File: src/design/mfs_pkg.sv
// Shared types, sizes and helper functions for the multilevel feedback scheduler.
// Depends on nothing; used by mfs_ram users and multilevel_feedback_scheduler_core.
package mfs_pkg;

  localparam int MAX_JOBS  = 64;
  localparam int LEVELS    = 3;
  localparam int JOB_W     = 6;
  localparam int LVL_OUT_W = 2;
  localparam int ACT_W     = 3;

  localparam int SLOT_W   = $clog2(MAX_JOBS);
  localparam int CNT_W    = $clog2(MAX_JOBS + 1);
  localparam int LVL_W    = $clog2(LEVELS);
  localparam int JOB_AW   = SLOT_W;
  localparam int QS_DEPTH = LEVELS * MAX_JOBS;
  localparam int QS_AW    = $clog2(QS_DEPTH);
  localparam int JT_W     = LVL_W + 1;

  typedef enum logic {
    OP_ARRIVE = 1'b0,
    OP_TICK   = 1'b1
  } op_e;

  typedef enum logic [ACT_W-1:0] {
    ACT_IDLE      = 3'd0,
    ACT_QUEUED    = 3'd1,
    ACT_FINISHED  = 3'd2,
    ACT_PREEMPTED = 3'd3,
    ACT_STARTED   = 3'd4,
    ACT_RESUMED   = 3'd5,
    ACT_REJECTED  = 3'd6
  } action_e;

  typedef struct packed {
    op_e              operation;
    logic [JOB_W-1:0] job_id;
    logic             job_ended;
  } sched_in_t;

  typedef struct packed {
    action_e              action;
    logic [JOB_W-1:0]     job_out;
    logic [LVL_OUT_W-1:0] level_out;
    logic                 busy_res;
  } sched_out_t;

  typedef struct packed {
    logic [LVL_W-1:0] level;
    logic             started;
  } jt_entry_t;

  function automatic logic [JOB_AW-1:0] job_index(input logic [JOB_W-1:0] id);
    return JOB_AW'(id % MAX_JOBS);
  endfunction

  // head + count wrapped; count is below MAX_JOBS whenever a push is made
  function automatic logic [SLOT_W-1:0] tail_slot(input logic [SLOT_W-1:0] head,
                                                   input logic [CNT_W-1:0]  cnt);
    logic [SLOT_W:0] s;
    s = (SLOT_W+1)'(head) + (SLOT_W+1)'(cnt);
    if (s >= (SLOT_W+1)'(MAX_JOBS)) begin
      s = s - (SLOT_W+1)'(MAX_JOBS);
    end
    return SLOT_W'(s);
  endfunction

  function automatic logic [SLOT_W-1:0] next_slot(input logic [SLOT_W-1:0] slot);
    return (slot == SLOT_W'(MAX_JOBS - 1)) ? '0 : slot + 1'b1;
  endfunction

  function automatic logic [QS_AW-1:0] qs_addr(input logic [LVL_W-1:0]  lvl,
                                               input logic [SLOT_W-1:0] slot);
    return QS_AW'(lvl * MAX_JOBS) + QS_AW'(slot);
  endfunction

endpackage

File: src/design/mfs_ram.sv
// Generic single-port synchronous RAM with a registered read.
// No dependencies.
module mfs_ram #(
  parameter int WIDTH = 8,
  parameter int DEPTH = 16
) (
  input  logic                     clk_i,
  input  logic                     we_i,
  input  logic [$clog2(DEPTH)-1:0] addr_i,
  input  logic [WIDTH-1:0]         wdata_i,
  output logic [WIDTH-1:0]         rdata_o
);

  logic [WIDTH-1:0] mem_q [DEPTH];
  logic [WIDTH-1:0] rdata_q;

  always_ff @(posedge clk_i) begin
    if (we_i) begin
      mem_q[addr_i] <= wdata_i;
    end
    rdata_q <= mem_q[addr_i];
  end

  assign rdata_o = rdata_q;

endmodule

File: src/design/multilevel_feedback_scheduler_core.sv
// Top level of the multilevel feedback-queue scheduler: queue RAM, job table RAM, sequencer.
// Depends on mfs_pkg and mfs_ram.
//
//   channel  | ports                     | handshake
//   ---------+---------------------------+-----------------------------------
//   command  | start_i, busy_o, in_i     | word taken when start_i & !busy_o
//   result   | res_valid_o, res_o        | one-cycle strobe, no back-pressure
//
// Arrival, finish and idle ticks: result strobed on the next cycle.
// Preemption passes through S_PRE (job table read). Dispatch passes through S_DQ (queue RAM
// read), then S_DS (job table read of the popped id). busy_o is high in these states.
// A new word may be taken while the previous result is on the result ports.
// Reset clears queue heads, fill counts and the running job; RAM contents are not cleared.
module multilevel_feedback_scheduler_core
  import mfs_pkg::*;
(
  input  logic       clk_i,
  input  logic       rst_ni,
  input  logic       start_i,
  output logic       busy_o,
  input  sched_in_t  in_i,
  output logic       res_valid_o,
  output sched_out_t res_o
);

  localparam logic [1:0] S_IDLE = 2'd0;
  localparam logic [1:0] S_PRE  = 2'd1;
  localparam logic [1:0] S_DQ   = 2'd2;
  localparam logic [1:0] S_DS   = 2'd3;

  localparam logic [LVL_W-1:0] TOP = LVL_W'(LEVELS - 1);

  logic [1:0]        state_q, state_d;
  logic [SLOT_W-1:0] head_q [LEVELS];
  logic [SLOT_W-1:0] head_d [LEVELS];
  logic [CNT_W-1:0]  cnt_q  [LEVELS];
  logic [CNT_W-1:0]  cnt_d  [LEVELS];
  logic              running_q, running_d;
  logic [JOB_W-1:0]  run_job_q, run_job_d;
  logic              res_valid_q, res_valid_d;
  sched_out_t        res_q, res_d;
  logic [LVL_W-1:0]  src_q, src_d;
  logic [JOB_W-1:0]  job_q, job_d;

  logic              qs_we;
  logic [QS_AW-1:0]  qs_addr_w;
  logic [JOB_W-1:0]  qs_wdata, qs_rdata;
  logic              jt_we;
  logic [JOB_AW-1:0] jt_addr;
  jt_entry_t         jt_wdata;
  logic [JT_W-1:0]   jt_rdata;
  jt_entry_t         jt_rd;

  logic              any_ne;
  logic [LVL_W-1:0]  hi_lvl;
  logic [LVL_W-1:0]  cur_lvl, nl;

  mfs_ram #(.WIDTH(JOB_W), .DEPTH(QS_DEPTH)) u_queue_ram (
    .clk_i  (clk_i),
    .we_i   (qs_we),
    .addr_i (qs_addr_w),
    .wdata_i(qs_wdata),
    .rdata_o(qs_rdata)
  );

  mfs_ram #(.WIDTH(JT_W), .DEPTH(MAX_JOBS)) u_job_ram (
    .clk_i  (clk_i),
    .we_i   (jt_we),
    .addr_i (jt_addr),
    .wdata_i(jt_wdata),
    .rdata_o(jt_rdata)
  );

  assign jt_rd = jt_entry_t'(jt_rdata);

  always_comb begin
    any_ne = 1'b0;
    hi_lvl = '0;
    for (int l = 0; l < LEVELS; l++) begin
      if (cnt_q[l] != '0) begin
        any_ne = 1'b1;
        hi_lvl = LVL_W'(l);
      end
    end
  end

  always_comb begin
    cur_lvl = jt_rd.level;
    nl      = (cur_lvl != '0) ? cur_lvl - 1'b1 : '0;
    if (nl > TOP) begin
      nl = TOP;
    end
  end

  always_comb begin
    state_d     = state_q;
    head_d      = head_q;
    cnt_d       = cnt_q;
    running_d   = running_q;
    run_job_d   = run_job_q;
    src_d       = src_q;
    job_d       = job_q;
    res_d       = res_q;
    res_valid_d = 1'b0;
    qs_we       = 1'b0;
    qs_addr_w   = '0;
    qs_wdata    = '0;
    jt_we       = 1'b0;
    jt_addr     = '0;
    jt_wdata    = '0;

    unique case (state_q)
      S_IDLE: begin
        if (start_i) begin
          res_d.action    = ACT_IDLE;
          res_d.job_out   = '0;
          res_d.level_out = '0;
          res_d.busy_res  = running_q;
          res_valid_d     = 1'b1;
          if (in_i.operation == OP_ARRIVE) begin
            res_d.job_out   = in_i.job_id;
            res_d.level_out = LVL_OUT_W'(TOP);
            if (cnt_q[TOP] < CNT_W'(MAX_JOBS)) begin
              qs_we            = 1'b1;
              qs_addr_w        = qs_addr(TOP, tail_slot(head_q[TOP], cnt_q[TOP]));
              qs_wdata         = in_i.job_id;
              cnt_d[TOP]       = cnt_q[TOP] + 1'b1;
              jt_we            = 1'b1;
              jt_addr          = job_index(in_i.job_id);
              jt_wdata.level   = TOP;
              jt_wdata.started = 1'b0;
              res_d.action     = ACT_QUEUED;
            end else begin
              res_d.action = ACT_REJECTED;
            end
          end else if (running_q) begin
            if (in_i.job_ended) begin
              running_d      = 1'b0;
              res_d.action   = ACT_FINISHED;
              res_d.job_out  = run_job_q;
              res_d.busy_res = 1'b0;
            end else if (any_ne) begin
              jt_addr     = job_index(run_job_q);
              res_valid_d = 1'b0;
              state_d     = S_PRE;
            end
          end else if (any_ne) begin
            qs_addr_w   = qs_addr(hi_lvl, head_q[hi_lvl]);
            src_d       = hi_lvl;
            res_valid_d = 1'b0;
            state_d     = S_DQ;
          end
        end
      end
      S_PRE: begin
        res_d.job_out   = run_job_q;
        res_d.level_out = LVL_OUT_W'(nl);
        if (cnt_q[nl] < CNT_W'(MAX_JOBS)) begin
          qs_we            = 1'b1;
          qs_addr_w        = qs_addr(nl, tail_slot(head_q[nl], cnt_q[nl]));
          qs_wdata         = run_job_q;
          cnt_d[nl]        = cnt_q[nl] + 1'b1;
          jt_we            = 1'b1;
          jt_addr          = job_index(run_job_q);
          jt_wdata.level   = nl;
          jt_wdata.started = jt_rd.started;
          running_d        = 1'b0;
          res_d.action     = ACT_PREEMPTED;
          res_d.busy_res   = 1'b0;
        end else begin
          jt_addr        = job_index(run_job_q);
          res_d.action   = ACT_REJECTED;
          res_d.busy_res = 1'b1;
        end
        res_valid_d = 1'b1;
        state_d     = S_IDLE;
      end
      S_DQ: begin
        job_d         = qs_rdata;
        head_d[src_q] = next_slot(head_q[src_q]);
        cnt_d[src_q]  = cnt_q[src_q] - 1'b1;
        jt_addr       = job_index(qs_rdata);
        state_d       = S_DS;
      end
      S_DS: begin
        jt_addr          = job_index(job_q);
        jt_we            = 1'b1;
        jt_wdata.level   = jt_rd.level;
        jt_wdata.started = 1'b1;
        running_d        = 1'b1;
        run_job_d        = job_q;
        res_d.action     = jt_rd.started ? ACT_RESUMED : ACT_STARTED;
        res_d.job_out    = job_q;
        res_d.level_out  = LVL_OUT_W'(src_q);
        res_d.busy_res   = 1'b1;
        res_valid_d      = 1'b1;
        state_d          = S_IDLE;
      end
    endcase
  end

  always_ff @(posedge clk_i or negedge rst_ni) begin
    if (!rst_ni) begin
      state_q     <= S_IDLE;
      running_q   <= 1'b0;
      run_job_q   <= '0;
      res_valid_q <= 1'b0;
      for (int l = 0; l < LEVELS; l++) begin
        head_q[l] <= '0;
        cnt_q[l]  <= '0;
      end
    end else begin
      state_q     <= state_d;
      running_q   <= running_d;
      run_job_q   <= run_job_d;
      res_valid_q <= res_valid_d;
      head_q      <= head_d;
      cnt_q       <= cnt_d;
    end
  end

  always_ff @(posedge clk_i) begin
    res_q <= res_d;
    src_q <= src_d;
    job_q <= job_d;
  end

  assign busy_o      = (state_q != S_IDLE);
  assign res_valid_o = res_valid_q;
  assign res_o       = res_q;

  // a taken word either strobes a result next cycle or keeps the block busy
  a_word_progress: assert property (@(posedge clk_i) disable iff (!rst_ni)
    (start_i && !busy_o) |=> (res_valid_o || busy_o))
    else $error("accepted word produced neither a result nor a busy cycle");

  a_dq_to_ds: assert property (@(posedge clk_i) disable iff (!rst_ni)
    (state_q == S_DQ) |=> (state_q == S_DS))
    else $error("queue read not followed by job table read");

  a_dispatch_runs: assert property (@(posedge clk_i) disable iff (!rst_ni)
    (state_q == S_DS) |=> (running_q && res_valid_o && res_o.busy_res))
    else $error("dispatch did not leave a job running");

  a_start_busy: assert property (@(posedge clk_i) disable iff (!rst_ni)
    (res_valid_o && (res_o.action == ACT_STARTED || res_o.action == ACT_RESUMED))
      |-> (running_q && run_job_q == res_o.job_out))
    else $error("dispatch result disagrees with running job");

  for (genvar g = 0; g < LEVELS; g++) begin : g_cnt_chk
    a_cnt_bound: assert property (@(posedge clk_i) disable iff (!rst_ni)
      cnt_q[g] <= CNT_W'(MAX_JOBS))
      else $error("queue fill count beyond capacity");
  end

endmodule

File: config.mk
export PLATFORM = sky130hd
export DESIGN_NAME = multilevel_feedback_scheduler_core
export DESIGN_NICKNAME = d
export VERILOG_FILES = /design/src/design/mfs_pkg.sv /design/src/design/mfs_ram.sv /design/src/design/multilevel_feedback_scheduler_core.sv
export SDC_FILE = /design/constraint.sdc
export NUM_CORES = 2
export LEC_CHECK = 0
export BUFFER_PORTS_ARGS = -buffer_cell sky130_fd_sc_hd__buf_2
export CORE_MARGIN = 2
export CORE_UTILIZATION = 40
export CTS_CLUSTER_SIZE = 24
export DETAILED_ROUTE_END_ITERATION = 8
export HOLD_SLACK_MARGIN = 0.03
export PLACE_DENSITY_LB_ADDON = 0.12
export SLEW_MARGIN = 40
export SYNTH_ARGS = -nofsm -noshare
export SYNTH_HDL_FRONTEND = slang
export SYNTH_SLANG_ARGS = --single-unit
export TNS_END_PERCENT = 30
File: constraint.sdc
create_clock -name clk_i -period 11.2 [get_ports clk_i]
set_clock_uncertainty 0.1 [all_clocks]
set_input_delay 2.24 -clock clk_i [delete_from_list [all_inputs] [get_ports clk_i]]
set_output_delay 2.24 -clock clk_i [all_outputs]
set_load 0.02 [all_outputs]
==> flow_metrics.env <==
export IMPL_die_w_um=379
export IMPL_crit_arrival_ns=6.52
export IMPL_grt_pass1_vias=32900
export IMPL_final_period_utilization_pct=55.4
export IMPL_clock_path_buffers=3
export IMPL_hold_viol=0
export IMPL_cp_num_buf_inv=3
export IMPL_timing_fmax_ghz=0.161
export IMPL_cts_setup_buffers=0
export IMPL_synthTopCellsByCount="edfxtp_1 (1364), a22oi_1 (607), a21oi_1 (348), nor2_1 (312), nand2_1 (165)"
export IMPL_avgSynthCellArea_um2=15.1
export IMPL_ios=25
export IMPL_utilization_pct=45.4
export IMPL_syn_area_um2=56100
export IMPL_htree_num_levels=4
export IMPL_crit_family="simple AND/OR/NAND/NOR gates"
export IMPL_dp_hpwl_um=92600
export IMPL_synth_fp_nets=3760
export IMPL_max_slew_margin_rel_pct=34.7
export IMPL_drt_iter0_drc=3457
export IMPL_max_stage_delay_ns=0.73
export IMPL_rsz0062_at_grt="no"
export IMPL_port_buffer_count=24
export IMPL_initial_core_util_pct=40.3
export IMPL_dp_cells=5443
export IMPL_tns_ns=0
export IMPL_start_kind="input port"
export IMPL_hold_path_class="reg2reg"
export IMPL_async_reset_ff_share_pct=3.45
export IMPL_antenna_found_initial=10
export IMPL_setup_viol=0
export IMPL_status="finished clean"
export IMPL_grt_max_degree=148
export IMPL_cts_buffers_inserted=154
export IMPL_critPathCaptureType="register"
export IMPL_critPathRequiredTime_ns=11.52
export IMPL_p_per_area_nw_per_um2=300
export IMPL_yosysMostFrequentCell="edfxtp_1"
export IMPL_postRouteAntennaNets=0
export IMPL_die_area_um2=143000
export IMPL_fp_row_count=137
export IMPL_synth_seq_cells=1422
export IMPL_max_slew_worst_pin_slew_ns=0.979
export IMPL_cp_slowest_cell="and3_4"
export IMPL_dr_pass1_iters=8
export IMPL_instances_no_fill=5717
export IMPL_viasPerCell=5.91
export IMPL_ys_warn_count=0
export IMPL_syn2layout_area_growth_pct=12.8
export IMPL_cp_cell_sequence="buf_2 -> nand2_1 -> nor3_2 -> buf_4 -> a221oi_1 -> and3_4 -> buf_12 -> nor2b_1 -> nand2_2 -> nor2_1"
export IMPL_core_area_um2=139000
export IMPL_fin_nets=3755
export IMPL_drive_gt1_share_pct=10.3
export IMPL_final_max_slew_viol_count=0
export IMPL_peakVddDrop_v=0.000417
export IMPL_clock_latency_ns=0.79
export IMPL_gr_total_overflow=0
export IMPL_vias=33800
export IMPL_die_y_um=379
export IMPL_netlist_instances=3728
export IMPL_avgRoutedWirePerCell_um=28.5
export IMPL_max_cap_viol_count=0
export IMPL_synth_area_leader_cell="edfxtp_1"
export IMPL_leakagePower_nw=19.9
export IMPL_clock_sinks=1422
export IMPL_period_needed_ns=6.20
export IMPL_p_total_mw=19.0
export IMPL_cts_resized=0
export IMPL_gr_usage_all_layers_pct=22.5
export IMPL_synth_edf_count=1364
export IMPL_ys_flop_type="edfxtp_1"
export IMPL_clock_root_buffer="clkbuf_16"
export IMPL_routed_wl_um=163000
export IMPL_worstSetupPathType="in2reg"
export IMPL_synthTopCellsByArea="edfxtp_1 (73%), a22oi_1 (8.1%), a21oi_1 (3.1%), dfrtp_1 (2.2%), nor2_1 (2.1%)"
export IMPL_synth_top_area_share_pct=73.0
export IMPL_globalplace_congestion=0.805
export IMPL_synth_cell_type_count=82
export IMPL_cts_hold_buf=0
export IMPL_clk_pin_slew_worst_paths_ns=0.06
export IMPL_drc=0
export IMPL_cts_tree="built"
export IMPL_crit_path_max_fanout=142
export IMPL_ys_seq_area_share_pct=75.5
export IMPL_grt_pass1_wl_um=235000
-- cell families (layout without fill, tap and decap cells) --
group | after synthesis | in the layout | share of synthesized area [%]
muxes | 64 | 64 | 1.17
buffers and inverters | 275 | 387 | 2.18
other | 0 | 1 | 0
adders and majority gates | 21 | 21 | 0.495
and+or+nand+nor | 677 | 677 | 5.48
DFF | 1422 | 1422 | 75.5
AOI/OAI and AO/OA | 1244 | 1244 | 14.8
xor gates and xnor gates | 25 | 25 | 0.390
-- final cells by class --
cell class / instances / area, um2
multi-input combinational: 2031 / 12800
fill: 12200 / 76100
inverter: 14 / 52.6
antenna: 1 / 2.50
clock buffer: 190 / 4090
sequential: 1422 / 42400
clock inverter: 83 / 751
tap: 1876 / 2350
timing repair buffer: 100 / 858
-- report_power, final --
part | internal (mW) | total, mW | switching (mW)
clock | 2.81 | 4.92 | 2.11
sequential | 6.49 | 6.67 | 0.180
combinational | 2.10 | 7.43 | 5.32
total | 11.4 | 19.0 | 7.61
-- final timing paths --
kind / start / endpoint / slack (ns) / cells after the start
max in group asynchronous: rst_ni / run_job_q[0] / 9.02 / 2
setup / recovery: start_i / u_queue_ram.mem_q[52][5] / 5.00 / 10
hold reg to reg: job_q[4] / run_job_q[4] / 0.41 / 2
setup reg to reg: u_job_ram.rdata_o[1] / u_queue_ram.rdata_o[1] / 5.11 / 16
min in group asynchronous: rst_ni / cnt_q[11] / 1.50 / 2
hold / removal: job_q[4] / run_job_q[4] / 0.41 / 2
-- cells in the final DEF (no fill, tap or decap), types with 11 or more instances in the layout --
| cell | instances |
|---|---|
| edfxtp_1 | 1364 |
| a22oi_1 | 607 |
| a21oi_1 | 347 |
| nor2_1 | 309 |
| clkbuf_16 | 157 |
| nand2_1 | 154 |
| o21ai_0 | 104 |
| nor4_1 | 59 |
| buf_4 | 57 |
| mux2i_1 | 53 |
| dfrtp_1 | 49 |
| nand3_1 | 33 |
| clkinv_1 | 33 |
| o22ai_1 | 32 |
| clkbuf_1 | 29 |
| buf_2 | 25 |
| clkinv_2 | 23 |
| xnor2_1 | 20 |
| ha_1 | 19 |
| a221oi_1 | 17 |
| a31oi_1 | 15 |
| o22a_1 | 15 |
| inv_1 | 12 |
| nor2b_1 | 12 |
| nor3_1 | 12 |
| nor4_2 | 11 |
-- layer usage --
metal / part of all wire [%] / track usage, % / vias to the layer above
li1: - / - / 14900
met1: 44 / 32.6 / 17400
met2: 47 / 35.5 / 1261
met3: 6.5 / 3.32 / 212
met4: 2.1 / 5.98 / 0
met5: 0 / 0 / -
-- flip-flops by register name (all words and copies together), names as in the netlist, 6 cells and up --
signal	cells
u_queue_ram.mem_q	1152
head_q	18
job_q	6
cnt_q	21
u_job_ram.mem_q	192
u_queue_ram.rdata_o	6
res_o	12
run_job_q	6
-- worst min-delay path, delay by kind of cell (launching register included) --
| family | cells | cell delay [ns] |
|---|---|---|
| flip-flops | 1 | 0.32 |
| AO/OA/AOI/OAI | 1 | 0.08 |
| AND/OR/NAND/NOR | 1 | 0.08 |
-- stage by stage --
| step | worst slack (ns) | hold WS [ns] | cell area (um2) |
|---|---|---|---|
| 2_1_floorplan | 0.893 | 0.308 | 56100 |
| 3_3_place_gp | 4.19 | 0.391 | 58200 |
| 3_5_place_dp | 4.05 | 0.394 | 58400 |
| 4_1_cts | 4.90 | 0.407 | 63300 |
| 5_1_grt | 4.69 | 0.430 | 63300 |
| 6_report | 5.00 | 0.409 | 63300 |
Note: power is estimated with default switching activity, not from simulation.
